===== src/rtl/core/qme_pkg.sv =====
// qme_pkg: types, opcodes, state codes and controller/datapath links
// for the queue machine executor; no dependencies
package qme_pkg;

    localparam int QUEUE_DEPTH    = 1024;
    localparam int QADDR_W        = $clog2(QUEUE_DEPTH);
    localparam int QCOUNT_W       = QADDR_W + 1;
    localparam int REGISTER_COUNT = 26;
    localparam int RIDX_W         = 5;
    localparam int DATA_W         = 16;
    localparam int LABEL_W        = 12;
    localparam int NEXT_W         = 13;

    typedef enum logic [3:0] {
        OP_PUSH       = 4'd0,
        OP_ADD        = 4'd1,
        OP_SUB        = 4'd2,
        OP_MUL        = 4'd3,
        OP_DIV        = 4'd4,
        OP_MOD        = 4'd5,
        OP_POP_REG    = 4'd6,
        OP_PUSH_REG   = 4'd7,
        OP_PRINT_NUM  = 4'd8,
        OP_PRINT_CHAR = 4'd9,
        OP_NOP        = 4'd10,
        OP_JUMP       = 4'd11,
        OP_JZ         = 4'd12,
        OP_JEQ        = 4'd13,
        OP_JGT        = 4'd14,
        OP_QUIT       = 4'd15
    } op_t;

    localparam logic [1:0] PRINT_NONE = 2'd0;
    localparam logic [1:0] PRINT_NUM  = 2'd1;
    localparam logic [1:0] PRINT_CHAR = 2'd2;

    localparam logic [1:0] FAULT_OK    = 2'd0;
    localparam logic [1:0] FAULT_UNDER = 2'd1;
    localparam logic [1:0] FAULT_OVER  = 2'd2;

    typedef struct packed {
        logic [3:0]         cmd;
        logic [RIDX_W-1:0]  reg_first;
        logic [RIDX_W-1:0]  reg_second;
        logic               from_register;
        logic [DATA_W-1:0]  immediate;
        logic [LABEL_W-1:0] label_position;
    } in_item_t;

    typedef struct packed {
        logic [1:0]        print_kind;
        logic [DATA_W-1:0] print_value;
        logic              branch_taken;
        logic [NEXT_W-1:0] next_index;
        logic              halted;
        logic [1:0]        fault;
    } out_item_t;

    typedef enum logic [3:0] {
        ST_IDLE,
        ST_POP_X,
        ST_WAIT_X,
        ST_POP_Y,
        ST_WAIT_Y,
        ST_DIV,
        ST_PUSH,
        ST_POP_REG,
        ST_PRINT,
        ST_FINISH,
        ST_OUT
    } state_t;

    // controller to datapath
    typedef struct packed {
        logic load;       // latch the input item
        logic pop_x;      // start pop into x
        logic pop_y;      // start pop into y
        logic take_x;     // capture read data into x
        logic take_y;     // capture read data into y
        logic div_start;
        logic push;       // push the result value
        logic reg_wr;     // pop_reg write
        logic print;      // capture print value
        logic finish;     // build the result item
    } dp_cmd_t;

    // datapath to controller
    typedef struct packed {
        logic div_done;
        op_t  op;
        logic from_reg;
        logic halted;
        logic empty;      // value queue holds nothing
    } dp_stat_t;

endpackage


===== src/rtl/core/qme_control.sv =====
// qme_control: sequencer for one instruction, handshake on both channels
// uses qme_pkg
module qme_control (
    input  logic               clk,
    input  logic               rst_n,
    input  logic               in_valid,
    output logic               in_stall,
    output logic               out_valid,
    input  logic               out_stall,
    input  qme_pkg::dp_stat_t  stat,
    output qme_pkg::dp_cmd_t   cmd
);
    import qme_pkg::*;

    state_t state_reg, state_next;
    logic   out_valid_reg, out_valid_next;
    logic   empty_at_pop_reg, empty_at_pop_next;
    logic   div_sent_reg, div_sent_next;

    always_ff @(posedge clk or negedge rst_n)
    begin
        if (!rst_n)
        begin
            state_reg        <= ST_IDLE;
            out_valid_reg    <= 1'b0;
            empty_at_pop_reg <= 1'b0;
            div_sent_reg     <= 1'b0;
        end
        else
        begin
            state_reg        <= state_next;
            out_valid_reg    <= out_valid_next;
            empty_at_pop_reg <= empty_at_pop_next;
            div_sent_reg     <= div_sent_next;
        end
    end

    assign in_stall  = (state_reg != ST_IDLE);
    assign out_valid = out_valid_reg;

    always_comb
    begin
        state_next        = state_reg;
        out_valid_next    = out_valid_reg;
        empty_at_pop_next = empty_at_pop_reg;
        div_sent_next     = div_sent_reg;
        cmd               = '0;
        if (out_valid_reg && !out_stall)
            out_valid_next = 1'b0;
        unique case (state_reg)
            ST_IDLE:
            begin
                if (in_valid)
                begin
                    cmd.load   = 1'b1;
                    state_next = ST_POP_X;
                end
            end
            ST_POP_X:
            begin
                if (stat.halted)
                    state_next = ST_FINISH;
                else
                begin
                    unique case (stat.op) inside
                        OP_ADD, OP_SUB, OP_MUL, OP_DIV, OP_MOD, OP_POP_REG:
                        begin
                            cmd.pop_x         = 1'b1;
                            empty_at_pop_next = stat.empty;
                            state_next        = ST_WAIT_X;
                        end
                        OP_PRINT_NUM, OP_PRINT_CHAR:
                        begin
                            if (stat.from_reg)
                                state_next = ST_PRINT;
                            else
                            begin
                                cmd.pop_x         = 1'b1;
                                empty_at_pop_next = stat.empty;
                                state_next        = ST_WAIT_X;
                            end
                        end
                        OP_PUSH, OP_PUSH_REG: state_next = ST_PUSH;
                        default:              state_next = ST_FINISH;
                    endcase
                end
            end
            ST_WAIT_X:
            begin
                cmd.take_x = !empty_at_pop_reg;
                unique case (stat.op) inside
                    OP_POP_REG:                  state_next = ST_POP_REG;
                    OP_PRINT_NUM, OP_PRINT_CHAR: state_next = ST_PRINT;
                    default:                     state_next = ST_POP_Y;
                endcase
            end
            ST_POP_Y:
            begin
                cmd.pop_y         = 1'b1;
                empty_at_pop_next = stat.empty;
                state_next        = ST_WAIT_Y;
            end
            ST_WAIT_Y:
            begin
                cmd.take_y    = !empty_at_pop_reg;
                div_sent_next = 1'b0;
                if (stat.op == OP_DIV || stat.op == OP_MOD)
                    state_next = ST_DIV;
                else
                    state_next = ST_PUSH;
            end
            ST_DIV:
            begin
                // start the divider on entry, then wait for done
                if (stat.div_done)
                    state_next = ST_PUSH;
                else if (!div_sent_reg)
                begin
                    cmd.div_start = 1'b1;
                    div_sent_next = 1'b1;
                end
            end
            ST_PUSH:
            begin
                cmd.push   = 1'b1;
                state_next = ST_FINISH;
            end
            ST_POP_REG:
            begin
                cmd.reg_wr = 1'b1;
                state_next = ST_FINISH;
            end
            ST_PRINT:
            begin
                cmd.print  = 1'b1;
                state_next = ST_FINISH;
            end
            ST_FINISH:
            begin
                if (!out_valid_next)
                begin
                    cmd.finish     = 1'b1;
                    out_valid_next = 1'b1;
                    state_next     = ST_IDLE;
                end
            end
            default: state_next = ST_IDLE;
        endcase
    end

`ifndef SYNTHESIS
    a_one_pop: assert property (@(posedge clk) disable iff (!rst_n)
        !(cmd.pop_x && cmd.pop_y))
        else $error("two pops in one cycle");
    a_finish_free: assert property (@(posedge clk) disable iff (!rst_n)
        cmd.finish |=> out_valid)
        else $error("result not presented after finish");
    a_load_idle: assert property (@(posedge clk) disable iff (!rst_n)
        cmd.load |-> (state_reg == ST_IDLE))
        else $error("item loaded while busy");
`endif

endmodule


===== config.mk =====
export PLATFORM = sky130hd
export DESIGN_NAME = qme_control
export DESIGN_NICKNAME = d
export VERILOG_FILES = /design/src/rtl/core/qme_pkg.sv /design/src/rtl/core/qme_control.sv
export SDC_FILE = /design/constraint.sdc
export NUM_CORES = 1
export LEC_CHECK = 0
export BUFFER_PORTS_ARGS = -buffer_cell sky130_fd_sc_hd__buf_4
export CAP_MARGIN = 20
export CORE_ASPECT_RATIO = 0.7
export CORE_MARGIN = 2
export CORE_UTILIZATION = 27
export CTS_BUF_LIST = sky130_fd_sc_hd__clkbuf_4 sky130_fd_sc_hd__clkbuf_8
export DETAILED_ROUTE_END_ITERATION = 10
export SYNTH_ARGS = -nofsm -noshare
export SYNTH_HDL_FRONTEND = slang
export SYNTH_SLANG_ARGS = --single-unit

===== constraint.sdc =====
create_clock -name clk -period 1.3 [get_ports clk]
set_input_delay 0.065 -clock clk [delete_from_list [all_inputs] [get_ports clk]]
set_output_delay 0.065 -clock clk [all_outputs]
set_load 0.1 [all_outputs]

==> results.yml <==
floorplanning:
  initial_utilization_pct: 28.8
  die_y_um: 44.3
  die_x_um: 61.5
  design.core.area_mm2: 0.00217
  ios: 24
  die_area_mm2: 0.00272
  rows: 14
sta:
  finalSetupViolCount: 15
  layout_setup_ws_ps: -251
  fin_crit_ps: 1550
  finalClockSkew_ps: 1.38
  rsz0062_at_grt: "true"
  worst_slew_pin_slew_ps: 477
  timing_hold_violations_final: 0
  max_freq_mhz: 645
  maxSlewViolCount: 0
  relSlewSlack_pct: 68.2
  period_share_pct: 119
worst_setup_path:
  crit_fanout: 7
  r2r_end: "state_reg[0]$_DFFE_PN0P_"
  cp-end-kind: "output pin"
  crit_required_ps: 1240
  regToRegStartpoint: "state_reg[1]$_DFFE_PN0P_"
  crit_type: "reg -> out"
  critical_path.startpoint_type: "register"
  worstSetupEndpoint: "cmd[4]"
  cp-startpoint: "state_reg[2]$_DFFE_PN0P_"
  reg2reg_depth: 7
  r2r_slack_ps: -150
  critPathArrivalTime_ps: 1490
yosys:
  ys_seq_elements: 7
  syn_area_per_cell_um2: 8.02
  yosysWarnings: 0
  synth_cell_types: 39
  synth_edf_count: 0
  netlist_area_um2: 626
  synth_fp_nets: 90
  synthCells: 78
  seq_area_frac_synth_pct: 28.0
  synthFlopType: "dfrtp_1"
  async_flop_share_pct: 100
finish:
  fin_area_mm2: 0.00143
  post-route-util_pct: 66.0
  antenna_cells: 0
  drive_gt1_share_pct: 68.1
  fillers: 183
  largest_register_ffs: 4
  nets: 148
  syn_to_final_growth_pct: 129
  multi_input_area_um2: 567
  final_cells: 167
  regArea_um2: 179
detailed_routing:
  drc: 0
  via_per_inst: 5.07
  wirelength_um: 2330
  drt-initial-drc-count: 40
  post_drt_wl_per_cell_um: 14.0
  ant_nets: 0
  dr.pass1.iters: 4
  vias: 847
clock_network:
  cts_sinks: 7
  clk_pin_slew_worst_paths_ps: 50
  cts-buffers-inserted: 3
  insertion_delay_ps: 250
  cts_tree: "built"
  clockBufferDepth: 2
  cts_max_level: 1
  root_buffer: "clkbuf_4"
hold_path:
  min_path_type: "in -> reg"
global_routing:
  grt_pass1_vias: 795
  grt_start_max_net_pins: 8
  antenna_found_initial: 0
  grt_pass1_wl_um: 3910
  grt-ovfl-total: 0
  gr-usage-all-layers_pct: 20.6
place:
  placed_cell_area_mm2: 0.00110
  pre_cts_ws_ps: -137
  place.gp.congestion: 0.835
  dp_cells: 154
  numPortBuffers: 23
  hpwl_um: 1640
run_status:
  violations: "negative setup slack"
  status: "finished, violations left"
power_and_ir_drop:
  powerDensity_mw_per_mm2: 2370
  ir_worst_vdd_mv: 1.22
  p_leak_nw: 0.604
flow_run:
  drv_cap: 0
-- per-stage QoR --
| step | TNS [ps] | total power, W | hold slack, ps |
|---|---|---|---|
| 2_1_floorplan | -2510 | 0.00186 | -231 |
| 3_3_place_gp | -828 | 0.00244 | -116 |
| 3_5_place_dp | -895 | 0.00246 | -116 |
| 4_1_cts | -2160 | 0.00333 | 37.6 |
| 5_1_grt | -3030 | 0.00357 | 45.4 |
| 6_report | -2140 | 0.00339 | 50.2 |
-- critical path, stage by stage (launching register included) --
cell	delay, ps
dfrtp_2	430
or3b_4	430
nor3_4	170
buf_12	200
-- power by group --
part / switching (W) / leakage [nW] / internal, W / total (W)
clock: 0.0000863 / 0.0184 / 0.000138 / 0.000225
combinational: 0.00148 / 0.501 / 0.00122 / 0.00270
sequential: 0.000145 / 0.0840 / 0.000324 / 0.000469
total: 0.00171 / 0.604 / 0.00168 / 0.00339
-- per-layer routing --
layer / up-vias / global-route usage [%] / routed length (um)
li1: 410 / - / -
met3: 0 / 8.19 / 159
met4: 0 / 2.98 / 0
met2: 37 / 32.0 / 1120
met1: 400 / 27.6 / 1060
met5: - / 0 / 0
-- cells in the final DEF, fill, tap and decap left out, drive strengths merged --
| master | count |
|---|---|
| o32a | 1 |
| a211o | 1 |
| or3b | 1 |
| buf | 56 |
| a31oi | 1 |
| or3 | 1 |
| mux2i | 1 |
| mux2 | 1 |
| a21boi | 1 |
| a21o | 1 |
| inv | 2 |
| or2b | 1 |
| a211oi | 2 |
| and3 | 3 |
| nor2 | 8 |
| nor3 | 3 |
| a221oi | 1 |
| a21oi | 5 |
| nor4 | 3 |
| dlygate4sd3 | 1 |
| clkinvlp | 1 |
| a311oi | 1 |
| a41oi | 1 |
| nand2 | 6 |
| clkbuf | 4 |
| nand3 | 4 |
| o21a | 1 |
| and2b | 1 |
| a2111oi | 1 |
| nand4b | 1 |
| and2 | 1 |
| o211ai | 1 |
| o21ai | 4 |
| nand2b | 3 |
| o22a | 1 |
| nand3b | 1 |
| dfrtp | 7 |
| nor3b | 2 |
-- Yosys cell counts (all sizes together), types with 2 or more instances --
cell    instances  share of area [%]
o21ai           4                3.2
and3            3                3.0
nand2           6                3.6
nor2            8                4.8
nand3           4                3.2
nand2b          3                3.0
inv             3                1.8
nor3b           2                2.4
nor4            3                3.0
a21oi           5                4.0
buf             2                2.0
nor3            3                2.4
dfrtp           7                 28
a211oi          2                3.2
clkbuf          2                1.2
-- kinds of logic (layout without fill, tap and decap cells) --
logic type / Yosys count / count (layout) / share of synthesized area (%)
flip-flops: 7 / 7 / 28.0
AO/OA/AOI/OAI: 23 / 23 / 29.2
AND/OR/NAND/NOR: 39 / 39 / 33.8
buffers and inverters: 7 / 64 / 5.00
multiplexers: 2 / 2 / 4.00
-- timing repair --
| item | in CTS | in global routing |
|---|---|---|
| endpoints found under the hold margin | 7 | 0 |
| setup endpoints to repair | 16 | 16 |
| gates resized for setup | 57 | 4 |
| gates cloned | 0 | 0 |
| setup buffers | 8 | 0 |
| pin swaps | 15 | 5 |
| hold buffers | 1 | 0 |
-- worst min-delay path by stage --
stage	slack, ps	from	to	cells after the start
detailed placement	-120	rst_n	div_sent_reg$_DFFE_PN0P_	1
global placement	-120	rst_n	div_sent_reg$_DFFE_PN0P_	1
finish	50	stat[0]	empty_at_pop_reg$_DFFE_PN0P_	2
global route	50	stat[0]	empty_at_pop_reg$_DFFE_PN0P_	2
CTS	40	stat[0]	empty_at_pop_reg$_DFFE_PN0P_	2
floorplan	-230	rst_n	div_sent_reg$_DFFE_PN0P_	0
-- area by class of cell --
| class | count | share of cell area (%) |
|---|---|---|
| Sequential cell | 7 | 12.5 |
| Inverter | 3 | 1.22 |
| Timing Repair Buffer | 57 | 41.8 |
| Multi-Input combinational cell | 64 | 39.6 |
| Clock buffer | 4 | 2.10 |
| Tap cell | 32 | 2.79 |
Power figures use the tool's default switching activity.
